[src/rtl/core/spvd_pkg.sv]
// Shared types and constants for the solenoid valve pulse-and-hold driver.
// Used by spvd_step and by the top level; depends on nothing else.
package spvd_pkg;

	localparam int VALVE_COUNT = 4;
	localparam int CNT_W = 16;
	localparam int SUP_W = 8;
	localparam int WIN_W = 8;
	localparam int CFG_IDX_W = 2;
	localparam int CFG_DATA_W = 16;

	localparam logic [CNT_W-1:0] FORCE_TIME_RST = CNT_W'(10);
	localparam logic [SUP_W-1:0] SUPERVISE_PERIOD_RST = SUP_W'(100);
	localparam logic FAULT_ENABLE_RST = 1'b1;

	// A sense count above this marks a bad window.
	localparam logic [WIN_W-1:0] BAD_SENSE_LIMIT = WIN_W'(1);
	// More bad windows in a row than this latch the open fault.
	localparam logic [WIN_W-1:0] BAD_WINDOW_LIMIT = WIN_W'(4);

	typedef enum logic [CFG_IDX_W-1:0] {
		REG_FORCE_TIME       = 2'd0,
		REG_SUPERVISE_PERIOD = 2'd1,
		REG_FAULT_ENABLE     = 2'd2
	} cfg_reg_t;

	typedef struct packed {
		logic [CNT_W-1:0] force_time;
		logic [SUP_W-1:0] supervise_period;
		logic             fault_enable;
	} cfg_t;

	typedef struct packed {
		logic [VALVE_COUNT-1:0]            pins;
		logic                              phase_div;
		logic                              drive_phase;
		logic [SUP_W-1:0]                  sup_cnt;
		logic [VALVE_COUNT-1:0]            on_bits;
		logic [VALVE_COUNT-1:0]            force_bits;
		logic [VALVE_COUNT-1:0][CNT_W-1:0] pull_cnt;
		logic [WIN_W-1:0]                  sense_cnt;
		logic [WIN_W-1:0]                  bad_cnt;
		logic                              fault;
	} state_t;

	typedef struct packed {
		logic [VALVE_COUNT-1:0] drive_pins;
		logic [VALVE_COUNT-1:0] active_mask;
		logic [VALVE_COUNT-1:0] pull_in_mask;
		logic                   open_fault;
	} res_t;

	function automatic logic [WIN_W-1:0] sat_inc(input logic [WIN_W-1:0] v);
		return (v != {WIN_W{1'b1}}) ? v + WIN_W'(1) : v;
	endfunction

endpackage

[src/rtl/core/spvd_step.sv]
// Next-state and result logic for one 1 ms tick of the valve driver.
// Purely combinational; uses spvd_pkg for the state, register and result types.
module spvd_step (
	input  spvd_pkg::state_t                   cur,
	input  spvd_pkg::cfg_t                     cfg,
	input  logic [spvd_pkg::VALVE_COUNT-1:0]   requested_mask,
	input  logic                               open_sense,
	input  logic                               clear_errors,
	output spvd_pkg::state_t                   nxt,
	output spvd_pkg::res_t                     res
);
	import spvd_pkg::*;

	always_comb begin
		state_t s;
		logic   sup;
		s = cur;

		if (clear_errors) begin
			s.fault = 1'b0;
			s.bad_cnt = '0;
		end

		s.sup_cnt = s.sup_cnt + SUP_W'(1);
		sup = (s.sup_cnt >= cfg.supervise_period);

		if (sup) begin
			s.sup_cnt = '0;
			s.on_bits = requested_mask;
			if (cfg.fault_enable) begin
				// Windows are only judged once every valve has left pull-in.
				if (s.force_bits == '0) begin
					if (s.sense_cnt > BAD_SENSE_LIMIT) begin
						s.bad_cnt = sat_inc(s.bad_cnt);
					end else begin
						s.bad_cnt = '0;
					end
					s.sense_cnt = '0;
					if (s.bad_cnt > BAD_WINDOW_LIMIT) begin
						s.fault = 1'b1;
					end
				end
			end else begin
				s.fault = 1'b0;
			end

			if (s.on_bits != '0) begin
				if (s.fault) begin
					s.on_bits = '0;
					s.force_bits = '0;
				end else begin
					for (int i = 0; i < VALVE_COUNT; i++) begin
						if (s.on_bits[i] && (s.pull_cnt[i] != '0)) begin
							s.pull_cnt[i] = s.pull_cnt[i] - CNT_W'(1);
							s.force_bits[i] = 1'b1;
						end else begin
							s.force_bits[i] = 1'b0;
						end
					end
				end
			end else begin
				s.force_bits = '0;
				s.bad_cnt = '0;
			end

			for (int i = 0; i < VALVE_COUNT; i++) begin
				if (!s.on_bits[i]) begin
					s.pull_cnt[i] = cfg.force_time;
				end
			end
		end

		if (s.phase_div) begin
			s.phase_div = 1'b0;
			s.drive_phase = ~s.drive_phase;
			if (s.drive_phase) begin
				if (open_sense) begin
					s.sense_cnt = sat_inc(s.sense_cnt);
				end
				s.pins = s.pins | s.on_bits;
			end else begin
				s.pins = s.force_bits;
			end
		end else begin
			s.phase_div = 1'b1;
		end

		nxt = s;
		res.drive_pins = s.pins;
		res.active_mask = s.on_bits;
		res.pull_in_mask = s.force_bits;
		res.open_fault = s.fault;
	end

endmodule

[src/rtl/core/solenoid_valve_pulse_and_hold_driver.sv]
// Top level of the solenoid valve pulse-and-hold driver.
// Depends on spvd_pkg and spvd_step.
//
// Usage: every input beat is one 1 ms tick carrying the requested valve mask,
// the sampled open-circuit sense level and an error-clear flag. The block
// answers each tick with exactly one output beat: the drive pin levels, the
// valves latched on, the valves in pull-in, and the latched open fault.
// Every second tick the drive phase toggles: the on phase raises the pins of
// all active valves, the off phase drops the pins to the pull-in mask, so a
// valve sees full drive during pull-in and 50% hold drive afterwards.
//
// Timing: an accepted tick's result is registered into the output register
// or the skid entry. One tick per clock is sustained while in_stall is low;
// the whole step is a single pass through spvd_step into the state registers.
// When the receiver stalls, a result register plus one skid entry keep
// accepting; in_stall rises only when both hold undelivered results.
// The configuration port is always ready; write it only while idle.
// Reset clears all state, restores register defaults and empties the
// output stage. No clearing pass is needed.
module solenoid_valve_pulse_and_hold_driver (
	input  logic                                clk,
	input  logic                                arst_n,
	// Tick input channel.
	input  logic                                in_valid,
	output logic                                in_stall,
	input  logic [spvd_pkg::VALVE_COUNT-1:0]    requested_mask,
	input  logic                                open_sense,
	input  logic                                clear_errors,
	// Result output channel.
	output logic                                out_valid,
	input  logic                                out_stall,
	output logic [spvd_pkg::VALVE_COUNT-1:0]    drive_pins,
	output logic [spvd_pkg::VALVE_COUNT-1:0]    active_mask,
	output logic [spvd_pkg::VALVE_COUNT-1:0]    pull_in_mask,
	output logic                                open_fault,
	// Configuration write channel.
	input  logic                                cfg_valid,
	output logic                                cfg_ready,
	input  logic [spvd_pkg::CFG_IDX_W-1:0]      cfg_index,
	input  logic [spvd_pkg::CFG_DATA_W-1:0]     cfg_data
);
	import spvd_pkg::*;

	cfg_t   cfg_q;
	state_t state_q;
	state_t state_nxt;
	res_t   res_nxt;
	res_t   out_q;
	res_t   skid_q;
	logic   out_valid_q;
	logic   skid_valid_q;
	logic   in_acc;
	logic   out_acc;

	assign cfg_ready = 1'b1;

	// Register writes; an index beyond the list is accepted and ignored.
	always_ff @(posedge clk or negedge arst_n) begin
		if (!arst_n) begin
			cfg_q.force_time <= FORCE_TIME_RST;
			cfg_q.supervise_period <= SUPERVISE_PERIOD_RST;
			cfg_q.fault_enable <= FAULT_ENABLE_RST;
		end else if (cfg_valid && cfg_ready) begin
			unique case (cfg_index)
				REG_FORCE_TIME:       cfg_q.force_time <= cfg_data[CNT_W-1:0];
				REG_SUPERVISE_PERIOD: cfg_q.supervise_period <= cfg_data[SUP_W-1:0];
				REG_FAULT_ENABLE:     cfg_q.fault_enable <= cfg_data[0];
				default: ;
			endcase
		end
	end

	spvd_step u_step (
		.cur            (state_q),
		.cfg            (cfg_q),
		.requested_mask (requested_mask),
		.open_sense     (open_sense),
		.clear_errors   (clear_errors),
		.nxt            (state_nxt),
		.res            (res_nxt)
	);

	assign in_stall = skid_valid_q;
	assign in_acc = in_valid && !in_stall;
	assign out_acc = out_valid_q && !out_stall;

	// Driver state advances once per accepted tick.
	always_ff @(posedge clk or negedge arst_n) begin
		if (!arst_n) begin
			state_q.pins <= '0;
			state_q.phase_div <= 1'b0;
			state_q.drive_phase <= 1'b0;
			state_q.sup_cnt <= '0;
			state_q.on_bits <= '0;
			state_q.force_bits <= '0;
			state_q.pull_cnt <= {VALVE_COUNT{FORCE_TIME_RST}};
			state_q.sense_cnt <= '0;
			state_q.bad_cnt <= '0;
			state_q.fault <= 1'b0;
		end else if (in_acc) begin
			state_q <= state_nxt;
		end
	end

	// Output register with one skid entry behind it.
	always_ff @(posedge clk or negedge arst_n) begin
		if (!arst_n) begin
			out_valid_q <= 1'b0;
			skid_valid_q <= 1'b0;
		end else if (!out_valid_q || out_acc) begin
			if (skid_valid_q) begin
				out_valid_q <= 1'b1;
				skid_valid_q <= 1'b0;
			end else begin
				out_valid_q <= in_acc;
			end
		end else if (in_acc) begin
			skid_valid_q <= 1'b1;
		end
	end

	always_ff @(posedge clk) begin
		if (!out_valid_q || out_acc) begin
			if (skid_valid_q) begin
				out_q <= skid_q;
			end else if (in_acc) begin
				out_q <= res_nxt;
			end
		end else if (in_acc) begin
			skid_q <= res_nxt;
		end
	end

	assign out_valid = out_valid_q;
	assign drive_pins = out_q.drive_pins;
	assign active_mask = out_q.active_mask;
	assign pull_in_mask = out_q.pull_in_mask;
	assign open_fault = out_q.open_fault;

`ifndef NO_ASSERTIONS
	// The skid entry only fills behind a held output register.
	a_skid_behind_out: assert property (@(posedge clk) disable iff (!arst_n)
		skid_valid_q |-> out_valid_q)
		else $error("skid entry valid while output register empty");

	// After an accepted tick the output register always holds a valid result on the next cycle.
	a_result_follows: assert property (@(posedge clk) disable iff (!arst_n)
		in_acc |=> out_valid_q)
		else $error("accepted tick produced no result");

	// A latched fault keeps every valve shut.
	a_fault_shuts: assert property (@(posedge clk) disable iff (!arst_n)
		state_q.fault |-> (state_q.on_bits == '0))
		else $error("valve latched on while open fault is set");

	// Pull-in is only ever granted to valves that are on.
	a_force_subset: assert property (@(posedge clk) disable iff (!arst_n)
		(state_q.force_bits & ~state_q.on_bits) == '0)
		else $error("pull-in bit set for a valve that is off");
`endif

endmodule

[config.mk]
export PLATFORM = sky130hd
export DESIGN_NAME = solenoid_valve_pulse_and_hold_driver
export DESIGN_NICKNAME = d
export VERILOG_FILES = /design/src/rtl/core/spvd_pkg.sv /design/src/rtl/core/spvd_step.sv /design/src/rtl/core/solenoid_valve_pulse_and_hold_driver.sv
export SDC_FILE = /design/constraint.sdc
export NUM_CORES = 1
export LEC_CHECK = 0
export BUFFER_PORTS_ARGS = -buffer_cell sky130_fd_sc_hd__buf_2
export CAP_MARGIN = 20
export CELL_PAD_IN_SITES_DETAIL_PLACEMENT = 0
export CELL_PAD_IN_SITES_GLOBAL_PLACEMENT = 1
export CORE_UTILIZATION = 40
export CTS_CLUSTER_DIAMETER = 120
export DETAILED_ROUTE_END_ITERATION = 12
export PLACE_DENSITY_LB_ADDON = 0.1
export SLEW_MARGIN = 0
export SYNTH_ARGS = -nofsm -noshare
export SYNTH_HDL_FRONTEND = slang
export SYNTH_SLANG_ARGS = --single-unit
[constraint.sdc]
create_clock -name clk -period 3.3 [get_ports clk]
set_clock_uncertainty 0.1 [all_clocks]
set_input_delay 0.165 -clock clk [delete_from_list [all_inputs] [get_ports clk]]
set_output_delay 0.165 -clock clk [all_outputs]
set_load 0.03 [all_outputs]
==> out/qor.yml, run 1 <==
logic_synthesis:
  synth_top_family_by_area: "simple AND/OR/NAND/NOR gates"
  yosysUniqueCellTypes: 81
  synth_compound_area_share_pct: 20.02
  syn_area_mm2: 0.009129
  ys_seq_area_share_pct: 44.38
  synthAdderAreaFrac_pct: 2.056
  syn_avg_cell_area_um2: 9.306
  synth-async-reset-ratio_pct: 83.33
  syn_inst: 981
  synth-edff-count: 26
  yosysWarnings: 0
  synth_xor_area_share_pct: 1.343
  ys_seq_elements: 156
  synth_simple_gate_area_share_pct: 20.72
  synth.net_count: 1025
  muxShareOfSynthArea_pct: 7.360
  synth_ff_type: "dfrtp_1"
sta:
  tightest_slew_ns: 0.6953
  rsz0062_at_grt: "false"
  min_period_ns: 3.132
  report.final.slew_viol_count: 0
  setup_viol: 0
  max_freq_mhz: 319.3
  period_share_pct: 94.92
  finalHoldViolations: 0
  slew_headroom_pct: 53.64
  layout_setup_ws_ns: 0.1677
worst_setup_path:
  crit_buf_inv: 2
  r2r_setup_slack_ns: 0.17
  rr_startpoint: "state_q[2]"
  crit_path_max_incr_delay_ns: 0.42
  rr_endpoint: "state_q[35]"
  cp.arrival_ns: 3.36
  crit_path_max_fanout: 12
  end_kind: "flop"
  r2r_cells: 11
  worstPathRequired_ns: 3.53
  crit_path_start_kind: "flop"
  slowest_stage: "o31a_2"
  crit_type: "reg -> reg"
  critical_path.cell_chain: "nor2b_1 -> ha_1 -> and4b_1 -> a211oi_2 -> xnor2_1 -> o31a_2 -> buf_12 -> nor3_2 -> buf_4 -> a32oi_1 -> o22a_1"
  path_delay_family: "compound AO/OA/AOI/OAI gates"
clock_tree:
  clock_latency_ns: 0.44
  cts_buffers: 17
  path_clk_slew_ns: 0.07
  htree_levels: 4
  cts-root-buf: "clkbuf_16"
  cts_tree: "done"
  clock_path_buffers: 2
  cts.sinks: 156
die:
  start_util_pct: 41.32
  die-area_mm2: 0.02343
  core_area_mm2: 0.02209
  fp-row-count: 54
  die_height_um: 153.1
  fp.dieW_um: 153.1
  pin_count: 45
global_routing:
  grt_pass1_vias: 7660
  grt.total_usage_pct: 23.14
  antenna_found_initial: 0
  overflow: 0
  grt_pass1_wl_um: 42250
  grt_max_degree: 70
detailed_routing:
  wirelength_um: 26030
  viasPerCell: 5.737
  num_vias: 7894
  drc: 0
  final_antenna_net_count: 0
  first_pass_iters: 5
  wl_per_cell_um: 18.91
  drt-initial-drc-count: 502
run:
  maxCapViolCount: 0
placed_design:
  dp_hpwl_um: 17990
  gp_routability_congestion: 0.8293
  place.port_buffers: 43
  dp.cells: 1322
  pre_cts_ws_ns: -0.05800
pwr:
  p_leak_nw: 4.608
  ir_worst_vdd_mv: 0.3315
  power.density_mw_per_mm2: 740.6
  p_total_mw: 8.194
min_path:
  hp-start: "cfg_index[0]"
  hp-class: "in -> reg"
  min_to: "cfg_q[0]"
  hold_depth: 3
status:
  outcome: "finished, final reports clean"
final_layout:
  nets: 1127
  final_util_pct: 50.08
  layout-drive-gt1-share_pct: 21.17
  fin_cells: 1376
  fill_cells: 2067
  area_delta_synth_final_pct: 21.20
  antennaDiodeCount: 0
[power by group]
part,internal [mW],switching (mW)
clock,1.25,0.915
sequential,2.69,0.715
combinational,1.18,1.45
[worst max-delay path by stage]
stage | from | end | slack, ns | cells after the start
2_1_floorplan | state_q[90] | state_q[14] | 0.08 | 15
3_3_place_gp | state_q[90] | state_q[14] | -0.02 | 15
3_5_place_dp | state_q[89] | state_q[14] | -0.06 | 15
4_1_cts | state_q[90] | state_q[14] | 0.03 | 15
5_1_grt | state_q[90] | state_q[10] | 0.007 | 14
6_report | state_q[2] | state_q[35] | 0.17 | 11
[area by class of cell]
| type | count | area, µm² | area share [%] |
|---|---|---|---|
| Tap cell | 280 | 350.3 | 3.166 |
| Multi-Input combinational cell | 735 | 4826 | 43.62 |
| Timing Repair Buffer | 130 | 1037 | 9.375 |
| Sequential cell | 156 | 4051 | 36.62 |
| Inverter | 43 | 161.4 | 1.459 |
| Clock inverter | 14 | 198.9 | 1.798 |
| Clock buffer | 18 | 439.2 | 3.969 |
[layout by cell type (no fill, tap or decap), types with 12 or more instances in the layout]
cell type / instances
ha_1: 12
o22ai_1: 19
nor4_1: 18
dfstp_2: 14
o21ai_0: 63
nor3_1: 38
a2bb2oi_1: 14
dlygate4sd3_1: 20
a21oi_1: 72
mux2_2: 33
edfxtp_1: 26
o21ai_1: 13
nand3_1: 35
buf_4: 58
nor2_1: 64
mux2i_1: 30
o2bb2ai_1: 19
inv_1: 43
buf_2: 42
nand4_1: 15
dfrtp_1: 116
clkbuf_16: 17
nand2_1: 98
[per-stage QoR]
stage                     setup TNS (ns)  hold WS [ns]  instance area, µm²
after floorplan                        0       -0.2306                9129
after global placement          -0.05504        0.1261               10100
after detailed placement         -0.1059        0.1316               10100
after CTS                              0      0.007585               10960
after global routing                   0       0.01914               11060
final                                  0       0.01945               11060
[cells in the mapped netlist (all sizes together) (15+ instances only)]
library cell | n | area share, %
clkbuf | 34 | 1.4
dfrtp | 116 | 32
mux2 | 33 | 4.1
o2bb2ai | 19 | 1.8
inv | 43 | 1.8
nand3 | 36 | 2.0
o21ai | 76 | 4.2
nand4 | 15 | 1.0
ha | 15 | 2.1
o22ai | 19 | 1.3
nand2 | 99 | 4.1
edfxtp | 26 | 8.6
a21oi | 73 | 4.0
nor2 | 69 | 3.3
nor4 | 20 | 1.5
mux2i | 30 | 3.3
nor3 | 44 | 2.6
[worst register-to-register path, delay by kind of cell (launching register included)]
kind / cells / cell delay, ns
compound gates: 4 / 0.96
simple gates: 3 / 0.78
buf+inv: 2 / 0.40
flops: 1 / 0.38
fa+ha+maj: 1 / 0.24
xor+xnor: 1 / 0.17
[cell families (layout without fill, tap and decap cells)]
kind of cell	after synthesis	count (layout)
compound gates	278	278
simple gates	364	364
fa+ha+maj	15	15
other cells	1	1
flops	156	156
buf+inv	90	205
mux	63	63
xor+xnor	14	14
[routing by layer]
layer | GRT usage (%) | part of all wire [%] | vias to the layer above
met3 | 3.998 | 4.0 | 26
li1 | - | - | 3861
met4 | 6.109 | 1.4 | 0
met5 | 0 | 0 | -
met2 | 36.70 | 46 | 161
met1 | 32.55 | 49 | 3846
[flip-flops by register name (all words and copies together) (netlist names)]
signal,flops
state_q,103
drive_pins,4
active_mask,4
open_fault,1
pull_in_mask,4
skid_q,13
out_valid,1
cfg_q,25
in_stall,1
[repair_timing]
action / 4_1_cts / 5_1_grt
setup buffers: 0 / 2
endpoints found under the hold margin: 89 / 0
endpoints found under the setup margin: 8 / 27
hold buffers: 20 / 0
pin swaps: 0 / 4
resized for setup: 4 / 20
(Power assumes the default switching activity.)
==> run 2: changes to the inputs <==
--- a/config.mk
+++ b/config.mk
@@ -13,6 +13,7 @@
 export CTS_CLUSTER_DIAMETER = 120
 export DETAILED_ROUTE_END_ITERATION = 12
 export PLACE_DENSITY_LB_ADDON = 0.1
+export RECOVER_POWER = 25
 export SLEW_MARGIN = 0
 export SYNTH_ARGS = -nofsm -noshare
 export SYNTH_HDL_FRONTEND = slang
==> run 2 against run 1 <==
Compared with the run above:
- the run now ends with max-capacitance violations, max-slew violations left
- register-to-register slack is essentially flat
- via count barely moved
- combinational power is essentially flat
- critical path depth unchanged
- flip-flop and latch count is the same
- critical endpoint unchanged
==> out/qor.yml, run 2 (synthesis results as in run 1) <==
status:
  outcome: "finished, violations left"
  violations: "max-capacitance violations, max-slew violations"
pwr:
  p_sw_mw: 3.083  # about the same
  pwr-share-clk_pct: 26.4  # about the same
  ir_worst_vdd_mv: 0.3315  # about the same
  intPower_mw: 5.106  # about the same
  power.density_mw_per_mm2: 740.6  # about the same
  combPwrFrac_pct: 32.1  # about the same
  p_leak_nw: 4.601  # -0.14%
  power_frac_seq_pct: 41.5  # about the same
  swShare_pct: 37.65  # about the same
final_layout:
  final_common_cell: "dfrtp_1"
  multiInputGateArea_mm2: 0.004826  # unchanged
  largest-register: "state_q"
  fin_cells: 1376  # unchanged
  seqCellArea_mm2: 0.004051  # unchanged
  nets: 1127  # unchanged
  antennaDiodeCount: 0  # unchanged
  layout-drive-gt1-share_pct: 20.71  # -0.46 points
  final_util_pct: 50.05  # about the same
  reg_top3: "state_q x103, cfg_q x25, skid_q x13"
  area_delta_synth_final_pct: 21.12  # about the same
  fill_cells: 2067  # unchanged
  largest_reg_flops: 103  # unchanged
  final_cell_mix: "dfrtp_1, nand2_1, a21oi_1"
  design_area_mm2: 0.01106  # about the same
worst_setup_path:
  crit_path_start_kind: "flop"
  cp.arrival_ns: 3.36  # about the same
  critPathLaunch: "state_q[2]"
  crit_type: "reg -> reg"
  critical_path.cell_chain: "nor2b_1 -> ha_1 -> and4b_1 -> a211oi_2 -> xnor2_1 -> o31a_2 -> buf_12 -> nor3_2 -> buf_4 -> a32oi_1 -> o22a_1"
  crit_path_max_incr_delay_ns: 0.42  # about the same
  crit_path_max_fanout: 12  # unchanged
  r2r_cells: 11  # unchanged
  end_kind: "flop"
  slowest_stage: "o31a_2"
  rr_startpoint: "state_q[2]"
  worstPathRequired_ns: 3.53  # about the same
placed_design:
  dp_hpwl_um: 17990  # unchanged
  pre_cts_ws_ns: -0.05800  # unchanged
  dp.cells: 1322  # unchanged
  gp_routability_congestion: 0.8293  # unchanged
  place.port_buffers: 43  # unchanged
  place_area_mm2: 0.01010  # unchanged
global_routing:
  grt_pass1_wl_um: 42250  # unchanged
  overflow: 0  # unchanged
  antenna_found_initial: 0  # unchanged
  grt_max_degree: 70  # unchanged
  grt.total_usage_pct: 23.14  # unchanged
  grt_pass1_vias: 7660  # unchanged
detailed_routing:
  drc: 0  # unchanged
  wirelength_um: 26000  # -0.10%
  first_pass_iters: 5  # unchanged
  final_antenna_net_count: 0  # unchanged
  num_vias: 7888  # -0.076%
  wl_per_cell_um: 18.89  # -0.10%
  viasPerCell: 5.733  # about the same
  drt-initial-drc-count: 504  # +0.40%
min_path:
  hold_depth: 3  # unchanged
  hp-class: "in -> reg"
  hp-start: "cfg_index[0]"
clock_tree:
  path_clk_slew_ns: 0.07  # about the same
  clock_path_buffers: 2  # unchanged
  cts_buffers: 17  # unchanged
  clock_latency_ns: 0.44  # about the same
  cts_tree: "done"
  cts-root-buf: "clkbuf_16"
  cts.sinks: 156  # unchanged
  htree_levels: 4  # unchanged
sta:
  setup_viol: 0  # unchanged
  report.final.slew_viol_count: 69  # +69
  tightest_slew_ns: 1.858  # +1.163 ns
  period_share_pct: 94.92  # about the same
  finalHoldViolations: 0  # unchanged
  layout_setup_ws_ns: 0.1678  # +0.00009500 ns
  min_period_ns: 3.132  # -0.00009500 ns
  slew_headroom_pct: -23.88  # -78 points
  rsz0062_at_grt: "false"
  max_freq_mhz: 319.3  # about the same
die:
  die-area_mm2: 0.02343  # unchanged
  fp-row-count: 54  # unchanged
  die_height_um: 153.1  # unchanged
  pin_count: 45  # unchanged
  core_area_mm2: 0.02209  # unchanged
  start_util_pct: 41.32  # unchanged
  fp.dieW_um: 153.1  # unchanged
run:
  maxCapViolCount: 1  # +1
-- run 2: final timing paths --
check                               to  slack [ns]
min in group asynchronous   state_q[1]        0.64
setup reg to reg           state_q[35]        0.17
hold reg to reg             state_q[0]        0.38
setup / recovery           state_q[35]        0.17
hold / removal                cfg_q[0]        0.02
max in group asynchronous     cfg_q[7]        1.22
-- run 2: power by group through the flow --
stage                     registers, mW  clock network, mW  logic, mW
after floorplan                    3.25                  0       1.81
after global placement             3.42                  0       2.52
after detailed placement           3.41                  0       2.54
after CTS                          3.38               2.20       2.58
after global routing               3.49               2.28       2.96
final                              3.40               2.16       2.63
-- run 2: final cells by class --
class / count / share of cell area (%)
multi-input cells: 735 / 43.65
flip-flops and latches: 156 / 36.64
repair buffers: 130 / 9.313
clock buffers: 18 / 3.972
well taps: 280 / 3.168
clock inverters: 14 / 1.799
inverters: 43 / 1.460
-- run 2: per-layer routing --
metal  wire length [µm]  track usage (%)
met3               1051            3.998
met1              12760            32.55
met5                  0                0
met2              11830            36.70
met4                356            6.109
-- run 2: worst max-delay path: cells and delay by family (launching register included) --
family,cells,cell delay (ns)
flops,1,0.38
xor+xnor,1,0.17
compound gates,4,0.95
buf+inv,2,0.39
simple gates,3,0.78
fa+ha+maj,1,0.24
-- run 2: stage by stage --
| step | TNS [ns] | hold slack (ns) | total power, mW |
|---|---|---|---|
| 2_1_floorplan | 0 | -0.2306 | 5.057 |
| 3_3_place_gp | -0.05504 | 0.1261 | 5.939 |
| 3_5_place_dp | -0.1059 | 0.1316 | 5.948 |
| 4_1_cts | 0 | 0.007585 | 8.167 |
| 5_1_grt | 0 | 0.02206 | 8.727 |
| 6_report | 0 | 0.02049 | 8.188 |
-- run 2: repair_timing --
| item | 4_1_cts | 5_1_grt |
|---|---|---|
| buffers inserted | 0 | 2 |
| pin swaps | 0 | 4 |
| endpoints found under the hold margin | 89 | 0 |
| hold buffers | 20 | 0 |
| gates resized for setup | 4 | 20 |
| setup endpoints to repair | 8 | 27 |
